`config.mk`:
```
export PLATFORM = sky130hd
export DESIGN_NAME = multiplexed_seven_segment_number_display_top
export DESIGN_NICKNAME = d
export VERILOG_FILES = /design/src/sv/mssd_pkg.sv /design/src/sv/mssd_front.sv /design/src/sv/mssd_queue.sv /design/src/sv/mssd_back.sv /design/src/sv/multiplexed_seven_segment_number_display_top.sv
export SDC_FILE = /design/constraint.sdc
export NUM_CORES = 1
export LEC_CHECK = 0
export BUFFER_PORTS_ARGS = -buffer_cell sky130_fd_sc_hd__buf_2
export CORE_UTILIZATION = 45
export CTS_BUF_LIST = sky130_fd_sc_hd__clkbuf_4
export CTS_CLUSTER_DIAMETER = 30
export DETAILED_ROUTE_END_ITERATION = 6
export GPL_ROUTABILITY_DRIVEN = 0
export SYNTH_ARGS = -nofsm -noshare
export SYNTH_HDL_FRONTEND = slang
export SYNTH_SLANG_ARGS = --single-unit
```
`constraint.sdc`:
```
create_clock -name clk -period 16.75 [get_ports clk]
set_input_delay 2.5125 -clock clk [delete_from_list [all_inputs] [get_ports clk]]
set_output_delay 2.5125 -clock clk [all_outputs]
set_load 0.02 [all_outputs]
```
`src/sv/mssd_pkg.sv`:
```
// Shared types, register indexes and glyph tables of the seven-segment display driver.
`default_nettype none

package mssd_pkg;

  // Fixed port widths of the channels.
  localparam int unsigned IN_VALUE_W = 16;
  localparam int unsigned EN_W       = 4;
  localparam int unsigned SEG_W      = 8;
  localparam int unsigned POS_W      = 2;
  localparam int unsigned CFG_IDX_W  = 2;
  localparam int unsigned CFG_DATA_W = 16;

  // Item command codes.
  localparam logic CMD_LOAD = 1'b0;
  localparam logic CMD_TICK = 1'b1;

  // Configuration register indexes.
  localparam logic [CFG_IDX_W-1:0] CFG_IDX_ERROR_THRESHOLD = 2'd0;
  localparam logic [CFG_IDX_W-1:0] CFG_IDX_RIGHT_ALIGNED   = 2'd1;
  localparam logic [CFG_IDX_W-1:0] CFG_IDX_DWELL_TICKS     = 2'd2;

  // Register reset values.
  localparam logic [15:0] RST_ERROR_THRESHOLD = 16'd150;
  localparam logic        RST_RIGHT_ALIGNED   = 1'b1;
  localparam logic [7:0]  RST_DWELL_TICKS     = 8'd4;

  // Divide by ten: q = (v * RECIP_TEN) >> RECIP_SHIFT is exact for every 32-bit v.
  localparam logic [31:0] RECIP_TEN   = 32'hCCCC_CCCD;
  localparam int unsigned RECIP_SHIFT = 35;

  // Depth of the queue between the front and the back.
  localparam int unsigned QUEUE_DEPTH = 2;

  typedef struct packed {
    logic [15:0] error_threshold;
    logic        right_aligned;
    logic [7:0]  dwell_ticks;
  } cfg_t;

  // Segment pattern of a decimal digit, bit0 = A .. bit6 = G, bit7 = dot.
  function automatic logic [SEG_W-1:0] digit_glyph(input logic [3:0] d);
    logic [SEG_W-1:0] g;
    case (d)
      4'd0:    g = 8'h3F;
      4'd1:    g = 8'h06;
      4'd2:    g = 8'h5B;
      4'd3:    g = 8'h4F;
      4'd4:    g = 8'h66;
      4'd5:    g = 8'h6D;
      4'd6:    g = 8'h7D;
      4'd7:    g = 8'h07;
      4'd8:    g = 8'h7F;
      4'd9:    g = 8'h67;
      default: g = 8'h00;
    endcase
    return g;
  endfunction

  // Error pattern E, r, 0, r with dot.
  function automatic logic [SEG_W-1:0] error_glyph(input logic [1:0] i);
    logic [SEG_W-1:0] g;
    case (i)
      2'd0:    g = 8'h79;
      2'd1:    g = 8'h50;
      2'd2:    g = 8'h3F;
      2'd3:    g = 8'hD0;
      default: g = 8'h00;
    endcase
    return g;
  endfunction

endpackage

`default_nettype wire

```
`src/sv/mssd_front.sv`:
```
// Front end: configuration registers, value and scan state, item classification.
`default_nettype none

module mssd_front #(
  parameter int unsigned DIGITS     = 4,
  parameter int unsigned VALUE_BITS = 16,
  parameter int unsigned PW         = 2
) (
  input  wire logic                           clk,
  input  wire logic                           rst_n,
  input  wire logic                           cfg_we,
  input  wire logic [mssd_pkg::CFG_IDX_W-1:0] cfg_index,
  input  wire logic [mssd_pkg::CFG_DATA_W-1:0] cfg_data,
  output mssd_pkg::cfg_t                      cfg,
  input  wire logic                           in_valid,
  output logic                                in_ready,
  input  wire logic                           in_cmd,
  input  wire logic [mssd_pkg::IN_VALUE_W-1:0] in_value,
  output logic                                push,
  input  wire logic                           push_ready,
  output logic [VALUE_BITS-1:0]               push_value,
  output logic [PW-1:0]                       push_pos,
  output logic                                push_err
);
  import mssd_pkg::*;

  cfg_t                  cfg_r, cfg_nxt;
  logic [VALUE_BITS-1:0] shown_r, shown_nxt;
  logic [PW-1:0]         scan_r, scan_nxt;
  logic [7:0]            dwell_r, dwell_nxt;
  logic [7:0]            dwell_inc;
  logic [7:0]            limit;
  logic                  is_tick;

  assign cfg      = cfg_r;
  assign in_ready = push_ready;
  assign push     = in_valid && push_ready;
  assign is_tick  = (in_cmd == CMD_TICK);

  always_comb begin
    cfg_nxt = cfg_r;
    if (cfg_we) begin
      case (cfg_index)
        CFG_IDX_ERROR_THRESHOLD: cfg_nxt.error_threshold = cfg_data;
        CFG_IDX_RIGHT_ALIGNED:   cfg_nxt.right_aligned   = cfg_data[0];
        CFG_IDX_DWELL_TICKS:     cfg_nxt.dwell_ticks     = cfg_data[7:0];
        default:                 cfg_nxt = cfg_r;
      endcase
    end
  end

  // A load takes effect before the item's pattern is formed.
  always_comb begin
    shown_nxt = shown_r;
    if (push && !is_tick) begin
      shown_nxt = VALUE_BITS'(in_value);
    end
  end

  assign push_value = shown_nxt;
  assign push_pos   = scan_r;
  assign push_err   = 32'(shown_nxt) > 32'(cfg_r.error_threshold);

  // Dwell counting; a zero dwell acts as one, and a counter wrap also moves on.
  assign limit     = (cfg_r.dwell_ticks == 8'd0) ? 8'd1 : cfg_r.dwell_ticks;
  assign dwell_inc = dwell_r + 8'd1;

  always_comb begin
    scan_nxt  = scan_r;
    dwell_nxt = dwell_r;
    if (push && is_tick) begin
      dwell_nxt = dwell_inc;
      if (dwell_inc >= limit || dwell_inc == 8'd0) begin
        dwell_nxt = 8'd0;
        scan_nxt  = (scan_r == PW'(DIGITS - 1)) ? '0 : scan_r + PW'(1);
      end
    end
  end

  always_ff @(posedge clk) begin
    if (!rst_n) begin
      cfg_r.error_threshold <= RST_ERROR_THRESHOLD;
      cfg_r.right_aligned   <= RST_RIGHT_ALIGNED;
      cfg_r.dwell_ticks     <= RST_DWELL_TICKS;
      shown_r               <= '0;
      scan_r                <= '0;
      dwell_r               <= '0;
    end else begin
      cfg_r   <= cfg_nxt;
      shown_r <= shown_nxt;
      scan_r  <= scan_nxt;
      dwell_r <= dwell_nxt;
    end
  end

  a_scan_in_range: assert property (@(posedge clk) disable iff (!rst_n)
    32'(scan_r) < DIGITS)
    else $error("scan position beyond the last digit");

  a_scan_moves_on_tick_only: assert property (@(posedge clk) disable iff (!rst_n)
    !(push && is_tick) |=> $stable(scan_r))
    else $error("scan moved without a tick");

endmodule

`default_nettype wire

```
`src/sv/mssd_queue.sv`:
```
// Short first-in first-out queue between the front end and the digit pipeline.
`default_nettype none

module mssd_queue #(
  parameter int unsigned WIDTH = 8,
  parameter int unsigned DEPTH = 2
) (
  input  wire logic             clk,
  input  wire logic             rst_n,
  input  wire logic             wr_en,
  output logic                  wr_ready,
  input  wire logic [WIDTH-1:0] wr_data,
  output logic                  rd_valid,
  input  wire logic             rd_en,
  output logic [WIDTH-1:0]      rd_data
);

  localparam int unsigned AW = (DEPTH > 1) ? $clog2(DEPTH) : 1;
  localparam int unsigned CW = $clog2(DEPTH + 1);

  logic [WIDTH-1:0] mem_r [0:DEPTH-1];
  logic [AW-1:0]    wr_ptr_r, wr_ptr_nxt;
  logic [AW-1:0]    rd_ptr_r, rd_ptr_nxt;
  logic [CW-1:0]    count_r, count_nxt;
  logic             do_wr, do_rd;

  assign wr_ready = (count_r != CW'(DEPTH));
  assign rd_valid = (count_r != '0);
  assign rd_data  = mem_r[rd_ptr_r];
  assign do_wr    = wr_en && wr_ready;
  assign do_rd    = rd_en && rd_valid;

  always_comb begin
    wr_ptr_nxt = wr_ptr_r;
    rd_ptr_nxt = rd_ptr_r;
    count_nxt  = count_r;
    if (do_wr) begin
      wr_ptr_nxt = (wr_ptr_r == AW'(DEPTH - 1)) ? '0 : wr_ptr_r + AW'(1);
    end
    if (do_rd) begin
      rd_ptr_nxt = (rd_ptr_r == AW'(DEPTH - 1)) ? '0 : rd_ptr_r + AW'(1);
    end
    if (do_wr && !do_rd) begin
      count_nxt = count_r + CW'(1);
    end else if (do_rd && !do_wr) begin
      count_nxt = count_r - CW'(1);
    end
  end

  always_ff @(posedge clk) begin
    if (do_wr) begin
      mem_r[wr_ptr_r] <= wr_data;
    end
  end

  always_ff @(posedge clk) begin
    if (!rst_n) begin
      wr_ptr_r <= '0;
      rd_ptr_r <= '0;
      count_r  <= '0;
    end else begin
      wr_ptr_r <= wr_ptr_nxt;
      rd_ptr_r <= rd_ptr_nxt;
      count_r  <= count_nxt;
    end
  end

  a_count_bounded: assert property (@(posedge clk) disable iff (!rst_n)
    32'(count_r) <= DEPTH)
    else $error("queue count exceeds its depth");

endmodule

`default_nettype wire

```
`src/sv/mssd_back.sv`:
```
// Back end: decimal digit pipeline, glyph selection and the output register.
`default_nettype none

module mssd_back #(
  parameter int unsigned DIGITS     = 4,
  parameter int unsigned VALUE_BITS = 16,
  parameter int unsigned PW         = 2
) (
  input  wire logic                        clk,
  input  wire logic                        rst_n,
  input  mssd_pkg::cfg_t                   cfg,
  input  wire logic                        q_valid,
  output logic                             q_ready,
  input  wire logic [VALUE_BITS-1:0]       q_value,
  input  wire logic [PW-1:0]               q_pos,
  input  wire logic                        q_err,
  output logic                             out_valid,
  input  wire logic                        out_ready,
  output logic [mssd_pkg::EN_W-1:0]        out_digit_enable_n,
  output logic [mssd_pkg::SEG_W-1:0]       out_segments,
  output logic [mssd_pkg::POS_W-1:0]       out_position
);
  import mssd_pkg::*;

  // Decimal digits a VALUE_BITS-wide number can have.
  localparam int unsigned NDEC = ((VALUE_BITS * 1233) >> 12) + 1;
  localparam int unsigned DW   = NDEC * 4;
  localparam int unsigned IW   = $clog2(NDEC + DIGITS + 1);

  logic                  st_vld_r [0:NDEC];
  logic [VALUE_BITS-1:0] st_v_r   [0:NDEC-1];
  logic [DW-1:0]         st_d_r   [0:NDEC];
  logic [PW-1:0]         st_pos_r [0:NDEC];
  logic                  st_err_r [0:NDEC];

  logic                  out_valid_r;
  logic [EN_W-1:0]       out_en_r, out_en_nxt;
  logic [SEG_W-1:0]      out_seg_r, out_seg_nxt;
  logic [POS_W-1:0]      out_pos_r;
  logic                  adv;

  function automatic logic digits_ok(input logic [DW-1:0] d);
    logic ok;
    ok = 1'b1;
    for (int j = 0; j < NDEC; j++) begin
      if (d[j*4 +: 4] > 4'd9) begin
        ok = 1'b0;
      end
    end
    return ok;
  endfunction

  // The whole pipeline moves whenever the output register can take a result.
  assign adv     = !out_valid_r || out_ready;
  assign q_ready = adv;

  always_ff @(posedge clk) begin
    if (!rst_n) begin
      st_vld_r[0] <= 1'b0;
    end else if (adv) begin
      st_vld_r[0] <= q_valid;
      st_v_r[0]   <= q_value;
      st_d_r[0]   <= '0;
      st_pos_r[0] <= q_pos;
      st_err_r[0] <= q_err;
    end
  end

  // Each stage peels one decimal digit off with a reciprocal multiply.
  for (genvar s = 0; s < NDEC; s++) begin : g_stage
    logic [31:0]           v_ext;
    logic [63:0]           prod;
    logic [VALUE_BITS-1:0] quo;
    logic [VALUE_BITS-1:0] rem;
    logic [DW-1:0]         d_nxt;

    assign v_ext = 32'(st_v_r[s]);
    assign prod  = v_ext * RECIP_TEN;
    assign quo   = VALUE_BITS'(prod >> RECIP_SHIFT);
    assign rem   = st_v_r[s] - ((quo << 3) + (quo << 1));

    always_comb begin
      d_nxt            = st_d_r[s];
      d_nxt[s*4 +: 4]  = rem[3:0];
    end

    always_ff @(posedge clk) begin
      if (!rst_n) begin
        st_vld_r[s+1] <= 1'b0;
      end else if (adv) begin
        st_vld_r[s+1] <= st_vld_r[s];
        st_pos_r[s+1] <= st_pos_r[s];
        st_err_r[s+1] <= st_err_r[s];
        st_d_r[s+1]   <= d_nxt;
      end
    end

    if (s + 1 < NDEC) begin : g_carry
      always_ff @(posedge clk) begin
        if (adv) begin
          st_v_r[s+1] <= quo;
        end
      end
    end
  end

  // Glyph selection for the finished item.
  always_comb begin
    logic [DW-1:0] dig;
    logic [PW-1:0] pos;
    logic [IW-1:0] n;
    logic [IW-1:0] k;
    logic          use_dig;
    logic [3:0]    dsel;

    dig  = st_d_r[NDEC];
    pos  = st_pos_r[NDEC];
    n    = '0;
    dsel = 4'd0;

    for (int j = 0; j < NDEC; j++) begin
      if (dig[j*4 +: 4] != 4'd0) begin
        n = IW'(j + 1);
      end
    end

    if (cfg.right_aligned) begin
      k       = IW'(DIGITS - 1) - IW'(pos);
      use_dig = k < IW'(NDEC);
    end else begin
      k       = n - IW'(1) - IW'(pos);
      use_dig = IW'(pos) < n;
    end

    for (int j = 0; j < NDEC; j++) begin
      if (use_dig && k == IW'(j)) begin
        dsel = dig[j*4 +: 4];
      end
    end

    if (st_err_r[NDEC]) begin
      out_seg_nxt = (32'(pos) < 4) ? error_glyph(2'(pos)) : '0;
    end else begin
      out_seg_nxt = digit_glyph(dsel);
    end

    for (int b = 0; b < EN_W; b++) begin
      out_en_nxt[b] = !(32'(pos) == b);
    end
  end

  always_ff @(posedge clk) begin
    if (!rst_n) begin
      out_valid_r <= 1'b0;
    end else if (adv) begin
      out_valid_r <= st_vld_r[NDEC];
      out_en_r    <= out_en_nxt;
      out_seg_r   <= out_seg_nxt;
      out_pos_r   <= POS_W'(st_pos_r[NDEC]);
    end
  end

  assign out_valid          = out_valid_r;
  assign out_digit_enable_n = out_en_r;
  assign out_segments       = out_seg_r;
  assign out_position       = out_pos_r;

  a_digits_decimal: assert property (@(posedge clk) disable iff (!rst_n)
    st_vld_r[NDEC] |-> digits_ok(st_d_r[NDEC]))
    else $error("digit pipeline produced a non-decimal digit");

endmodule

`default_nettype wire

```
`src/sv/multiplexed_seven_segment_number_display_top.sv`:
```
// Top level of the multiplexed seven-segment number display driver.
//
//   Channel   Direction  Handshake              Payload
//   in_       input      in_valid / in_ready    in_cmd, in_value
//   out_      output     out_valid / out_ready  out_digit_enable_n, out_segments, out_position
//   cfg_      input      cfg_we                 cfg_index, cfg_data
//
// One input transfer can be taken every cycle while in_ready is high, and each gives
// one output transfer. Without stalls a result passes the queue, the input register of
// the digit pipeline, one register per digit stage (NDEC = decimal digits of a
// VALUE_BITS-wide value, five at 16 bits) and then the output register.
// Synchronous active-low reset restores the register defaults and clears the scan state.
// A low out_ready freezes the pipeline once a result waits; in_ready drops when the queue
// holds QUEUE_DEPTH items.
`default_nettype none

module multiplexed_seven_segment_number_display_top #(
  parameter int unsigned DIGITS     = 4,
  parameter int unsigned VALUE_BITS = 16
) (
  input  wire logic                             clk,
  input  wire logic                             rst_n,
  input  wire logic                             cfg_we,
  input  wire logic [mssd_pkg::CFG_IDX_W-1:0]   cfg_index,
  input  wire logic [mssd_pkg::CFG_DATA_W-1:0]  cfg_data,
  input  wire logic                             in_valid,
  output logic                                  in_ready,
  input  wire logic                             in_cmd,
  input  wire logic [mssd_pkg::IN_VALUE_W-1:0]  in_value,
  output logic                                  out_valid,
  input  wire logic                             out_ready,
  output logic [mssd_pkg::EN_W-1:0]             out_digit_enable_n,
  output logic [mssd_pkg::SEG_W-1:0]            out_segments,
  output logic [mssd_pkg::POS_W-1:0]            out_position
);
  import mssd_pkg::*;

  // Width of a scan position, and of one queued item: value, position, error flag.
  localparam int unsigned PW = (DIGITS > 1) ? $clog2(DIGITS) : 1;
  localparam int unsigned QW = VALUE_BITS + PW + 1;

  cfg_t                  cfg;
  logic                  push;
  logic                  push_ready;
  logic [VALUE_BITS-1:0] push_value;
  logic [PW-1:0]         push_pos;
  logic                  push_err;
  logic                  q_valid;
  logic                  q_ready;
  logic [QW-1:0]         q_data;

  // The front end owns the registers and all scan state. Every accepted transfer
  // is classified here: a load replaces the shown value before its pattern is
  // formed, a tick advances the dwell count and the scan after it.
  mssd_front #(
    .DIGITS     (DIGITS),
    .VALUE_BITS (VALUE_BITS),
    .PW         (PW)
  ) u_front (
    .clk        (clk),
    .rst_n      (rst_n),
    .cfg_we     (cfg_we),
    .cfg_index  (cfg_index),
    .cfg_data   (cfg_data),
    .cfg        (cfg),
    .in_valid   (in_valid),
    .in_ready   (in_ready),
    .in_cmd     (in_cmd),
    .in_value   (in_value),
    .push       (push),
    .push_ready (push_ready),
    .push_value (push_value),
    .push_pos   (push_pos),
    .push_err   (push_err)
  );

  // The queue decouples the front end from the digit pipeline so that each
  // side stalls on its own.
  mssd_queue #(
    .WIDTH (QW),
    .DEPTH (QUEUE_DEPTH)
  ) u_queue (
    .clk      (clk),
    .rst_n    (rst_n),
    .wr_en    (push),
    .wr_ready (push_ready),
    .wr_data  ({push_value, push_pos, push_err}),
    .rd_valid (q_valid),
    .rd_en    (q_ready),
    .rd_data  (q_data)
  );

  // The back end splits the value into decimal digits, one per stage, and
  // picks the glyph for the lit position into the output register.
  mssd_back #(
    .DIGITS     (DIGITS),
    .VALUE_BITS (VALUE_BITS),
    .PW         (PW)
  ) u_back (
    .clk                (clk),
    .rst_n              (rst_n),
    .cfg                (cfg),
    .q_valid            (q_valid),
    .q_ready            (q_ready),
    .q_value            (q_data[QW-1 -: VALUE_BITS]),
    .q_pos              (q_data[PW:1]),
    .q_err              (q_data[0]),
    .out_valid          (out_valid),
    .out_ready          (out_ready),
    .out_digit_enable_n (out_digit_enable_n),
    .out_segments       (out_segments),
    .out_position       (out_position)
  );

endmodule

`default_nettype wire

```
# Word level (Yosys, flattened, before mapping)
# Memories as Yosys holds them, arrays and structs flattened. A register that Yosys moved wholly into a read port is not among the register bits.
# Index checks and enable logic that the tools add are counted.
dict set report classes {
  mux 37
  bitwise 6
  mul 5
  n_eq_ne 11
  order_cmp 4
  n_addsub 19
  n_reduce_logical 40
}
# operator count
set ops {}
lappend ops {{multiplier 16 x 32 -> 48 bit, second input constant} 4}
lappend ops {{multiplier 16 x 32 -> 38 bit, second input constant} 1}
lappend ops {{case mux 8 bit (4 select lines)} 1}
lappend ops {{two-way mux 4 bit} 6}
lappend ops {{two-way mux 8 bit} 3}
lappend ops {{adder 4 bit} 5}
lappend ops {{nonzero test 4 bit} 5}
lappend ops {{subtractor 4 bit} 5}
lappend ops {{two-way mux 1 bit} 19}
lappend ops {{> comparator 16 bit} 1}
lappend ops {{logical NOT 8 bit} 2}
lappend ops {{two-way mux 16 bit} 1}
lappend ops {{logical AND 1 bit} 12}
lappend ops {{two-way mux 2 bit} 5}
lappend ops {{AND reduction 2 bit} 5}
lappend ops {{logical NOT 1 bit} 9}
lappend ops {{adder 8 x 1 -> 8 bit, second input constant} 1}
lappend ops {{equality test 2 bit, second input constant} 4}
lappend ops {{equality test 4 x 2 -> 1 bit, second input constant} 2}
lappend ops {{greater-or-equal comparator 8 bit} 1}
lappend ops {{two-way mux 3 bit} 2}
lappend ops {{bitwise OR 1 bit} 6}
lappend ops {{adder 2 x 1 -> 2 bit, second input constant} 2}
lappend ops {{equality test 2 x 1 -> 1 bit, second input constant} 2}
lappend ops {{14 further kinds} 18}
dict set report totals {
  reg_bits 69
  word_cells 141
  inputBits 40
  mem_count 7
  ram_bits 262
  mem_bits_ro 112
}
# memory words word_bits rd rd_ports_with_merged_regs write_ports line
set memory_table {}
lappend memory_table {u_back.st_d_r 6 20 6 0 6 mssd_back.sv:32} ;# logic [DW-1:0] st_d_r [0:NDEC];
lappend memory_table {{(no name shown)} 16 7 1 0 0 mssd_pkg.sv:44} ;# case (d)
lappend memory_table {u_back.st_v_r 5 16 5 0 5 mssd_back.sv:31} ;# logic [VALUE_BITS-1:0] st_v_r [0:NDEC-1];
lappend memory_table {u_queue.mem_r 2 19 1 1 1 mssd_queue.sv:21} ;# logic [WIDTH-1:0] mem_r [0:DEPTH-1];
lappend memory_table {u_back.st_pos_r 6 2 6 0 6 mssd_back.sv:33} ;# logic [PW-1:0] st_pos_r [0:NDEC];
lappend memory_table {u_back.st_err_r 6 1 6 0 6 mssd_back.sv:34} ;# logic st_err_r [0:NDEC];
lappend memory_table {{+1 memories} - - - - - -}

# Logic depth before layout (Yosys ltp)
# An unclocked memory read counts as a cell.
dict set report depth {
  depth_word 19
  ltp_mapped 27
  depth_no_buf 27
}

# By module
# From an unflattened synthesis, not the netlist that was laid out.
dict set report unflattened {
  cells_unflattened 2437
  hier_area_um2 26461.6
}
# mod area_each_um2 cells_each n_inst
set modules_own_cells {}
lappend modules_own_cells {mssd_back 22078.7 2040 1}
lappend modules_own_cells {mssd_front 2772.7 314 1}
lappend modules_own_cells {mssd_queue 1610.3 83 1}

# Worst setup path after synthesis
# Ideal clock, no wire load.
dict set report synth_path {
  path_kind {input -> register}
  from {input port rst_n}
  to {register u_back.out_en_r[0], in the netlist u_back.out_digit_enable_n[0] (enable)}
  setup_slack_ns 8.494
  path_buffers 2
  stages 4
  required_ns 16.174
  arrival_ns 7.680
  cell_sequence {clkbuf_1 -> clkinv_1 -> clkbuf_1 -> nor2_1}
}
dict set report synth_via {
  elab_chain_len 1
}
# item line
set synth_rtl {}
lappend synth_rtl {{start: declaration} multiplexed_seven_segment_number_display_top.sv:22} ;# input wire logic rst_n,
lappend synth_rtl {{AND reduction 2 bit (no source line)} -}
lappend synth_rtl {{end signal: assignment} mssd_back.sv:157} ;# out_en_r <= out_en_nxt;
lappend synth_rtl {{end: declaration} mssd_back.sv:37} ;# logic [EN_W-1:0] out_en_r, out_en_nxt;
# Every way passes these cells.
# A chain may end at the register's enable or synchronous reset.

==> flow_summary.yaml <==
outcome:
  outcome: "finished clean"
die:
  num_io_pins: 56
  rows: 88
  fp.dieW_um: 244
  core_area_um2: 57800
  die-area_um2: 59700
  initial_core_util: 0.457
  die_height_um: 244
worst_setup_path:
  cp_max_fo: 5
  critPathLaunchType: "flip-flop"
  cp.arrival_ns: 7.09
  slowest_delay_ns: 0.65
  crit_path_frequent_cell: "fa_1"
  crit_path_top_delay_cell: "fa_1"
  crit_chain: "ha_1 -> inv_1 -> fa_1 -> fa_1 -> inv_1 -> fa_1 -> fa_1 -> inv_1 -> fa_1 -> inv_1 -> ha_1 -> nand4_1 -> nor2_1 -> o211ai_1 -> a31oi_1 -> o2111ai_1 -> a21boi_0 -> nor2_1 -> o311ai_0"
  rr_worst_depth: 19
  regToRegSetupSlack_ns: 10.15
  worstSetupEndpointType: "flip-flop"
  reg2reg_to: "u_back.st_v_r[1][8]"
  timing.rr.start: "u_back.st_v_r[0][10]"
  path_class: "flip-flop to flip-flop"
  critPathLaunch: "u_back.st_v_r[0][10]"
  critPathRequiredTime_ns: 17.25
  crit_path_end: "u_back.st_v_r[1][8]"
clock_tree:
  clkSinkCount: 255
  post_cts_buffers: 0
  cts_buffer_depth: 3
  root_buffer: "clkbuf_4"
  clk_latency_ns: 0.77
  numCtsBuffers: 75
  clk_pin_slew_ns: 0.06
  holdBufCountCts: 0
  cts_tree: "done"
  htree_levels: 3
  ctsResizeCount: 0
logic_synthesis:
  synth.most_common_cell: "inv_1"
  synth_area_um2: 26400
  synth_edf_count: 197
  yosys_warnings: 0
  synthDistinctLibCells: 77
  seq_area_frac_synth: 0.268
  syn_inst: 2457
  synth-main-ff-cell: "edfxtp_1"
  postSynthAreaPerCell_um2: 10.8
  synthTopCellsByArea: "ha_1 26%, edfxtp_1 22%, fa_1 19%, inv_1 8.5%, dfxtp_1 4.4%"
  netlist.area_leader.share: 0.261
  ys_top_cells_by_count: "598 x inv_1, 550 x ha_1, 257 x fa_1, 197 x edfxtp_1, 104 x nand2_1"
  ys_async_sr_fraction: 0
  ys_seq_elements: 255
  synth_top_cell_by_area: "ha_1"
  syn_nets: 3304
finish:
  nNetsFinal: 3420
  syn_to_final_growth_pct: 8.21
  fin_cells: 3394
  layout-drive-gt1-share: 0.0913
flow_run:
  cap_violations: 0
drt:
  ant_nets: 0
  vias: 17000
  vias_per_cell: 5.00
  wl_per_cell_um: 15.2
  drcViolationCount: 0
  wl_mm: 51.7
  drt_pass1_iterations: 5
  drtIter0Drc: 588
hold_path:
  hp-class: "flip-flop to flip-flop"
placed_design:
  post-place-cells: 3261
  port_buffers: 55
  dp_hpwl_mm: 43.8
sta:
  rsz0062_at_grt: "false"
  tightest_slew_ns: 1.09
  slew-limit-headroom: 0.268
  hold_violations: 0
  period_needed_ns: 6.60
  slew_viol_final: 0
  finalCritPeriodShare: 0.394
  fmax_ghz: 0.152
  fin_tns_setup_ns: 0
  finClkSkew_ns: 0.0663
  finalSetupViolCount: 0
grt:
  antenna_found_initial: 1
  grt_max_degree: 72
  grt_first_pass_wirelength_mm: 87.6
  grt_pass1_vias: 18400
  gr-total-overflow: 0
  grt_usage: 0.181
## layout make-up
cell class / count / area, µm²
fillers: 5321 / 29200
multi-input cells: 1584 / 17000
flip-flops and latches: 255 / 7080
inverters: 599 / 2250
well taps: 765 / 957
clock buffers: 108 / 811
repair buffers: 58 / 298
clock inverters: 24 / 168
diodes: 1 / 2.50
## cell families after synthesis
family,synth area share
AO/OA/AOI/OAI,0.0721
XOR/XNOR,0.0274
adder cells (fa/ha/maj),0.455
buffers and inverters,0.0881
flip-flops,0.268
multiplexers,0.0219
AND/OR/NAND/NOR,0.0672
## worst min path at each step
| stage | startpoint | to | slack [ns] | cells past startpoint |
|---|---|---|---|---|
| 6_report | u_back.st_err_r[0] | u_back.st_err_r[1] | 0.42 | 0 |
| 5_1_grt | u_back.st_d_r[2][1] | u_back.st_d_r[3][1] | 0.41 | 0 |
| 4_1_cts | u_back.st_d_r[1][2] | u_back.st_d_r[2][2] | 0.41 | 0 |
| 3_5_place_dp | u_back.st_d_r[1][0] | u_back.st_d_r[2][0] | 0.40 | 0 |
| 3_3_place_gp | u_back.st_pos_r[4][0] | u_back.st_pos_r[5][0] | 0.40 | 0 |
| 2_1_floorplan | u_back.st_d_r[1][0] | u_back.st_d_r[2][0] | 0.40 | 0 |
## per-stage QoR
step / cell area (µm²) / worst slack (ns) / util / hold WS, ns
2_1_floorplan: 26400 / 8.49 / - / 0.400
6_report: 28600 / 10.15 / 0.494 / 0.418
5_1_grt: 28600 / 9.67 / 0.494 / 0.414
3_3_place_gp: 27600 / 10.38 / 0.477 / 0.401
4_1_cts: 28600 / 10.09 / 0.494 / 0.410
3_5_place_dp: 27600 / 10.18 / 0.477 / 0.405
## state kept, by name, indices dropped and copies added, names as in the netlist, named ones only
signal	cells
u_back.st_d_r	60
u_front.push_pos	2
u_back.out_position	2
u_back.out_valid	1
u_front.shown_r	16
u_back.st_vld_r	6
u_queue.rd_ptr_r	1
u_queue.wr_ptr_r	1
u_front.cfg	25
u_queue.mem_r	38
u_back.st_v_r	62
u_back.out_segments	8
u_back.out_digit_enable_n	4
u_queue.count_r	2
u_back.st_err_r	6
u_back.st_pos_r	12
u_front.dwell_r	8
## critical path: cells and delay by family (launching register included)
| family | cells | cell delay, ns |
|---|---|---|
| AOI/OAI and AO/OA | 5 | 1.69 |
| adders and majority gates | 7 | 3.32 |
| buffers and inverters | 4 | 0.25 |
| DFF | 1 | 0.48 |
| and+or+nand+nor | 3 | 0.59 |
## placed cells by master (no fill, tap or decap), types with 12 or more instances in the layout
| master | count |
|---|---|
| inv_1 | 597 |
| ha_1 | 550 |
| fa_1 | 257 |
| edfxtp_1 | 197 |
| clkbuf_4 | 108 |
| nand2_1 | 104 |
| a21oi_1 | 90 |
| nor2_1 | 78 |
| dfxtp_1 | 58 |
| buf_2 | 55 |
| o21ai_0 | 54 |
| xnor2_1 | 54 |
| mux2_2 | 35 |
| xor2_1 | 26 |
| nand3_1 | 25 |
| a21o_1 | 25 |
| and2_1 | 24 |
| and3_1 | 22 |
| nor3_1 | 19 |
| o21a_1 | 16 |
| mux2i_1 | 14 |
| nand2b_1 | 12 |
| nand4_1 | 12 |
| o211ai_1 | 12 |
## layer usage
metal,GRT usage,part of all wire,vias up
li1,-,-,8459
met1,0.222,0.45,8232
met2,0.328,0.51,205
met3,0.0273,0.026,74
met4,0.0478,0.016,0
met5,0,0,-
Power is not shown: default switching activity piles up to over one toggle a cycle in this logic, so the estimate is an artifact.
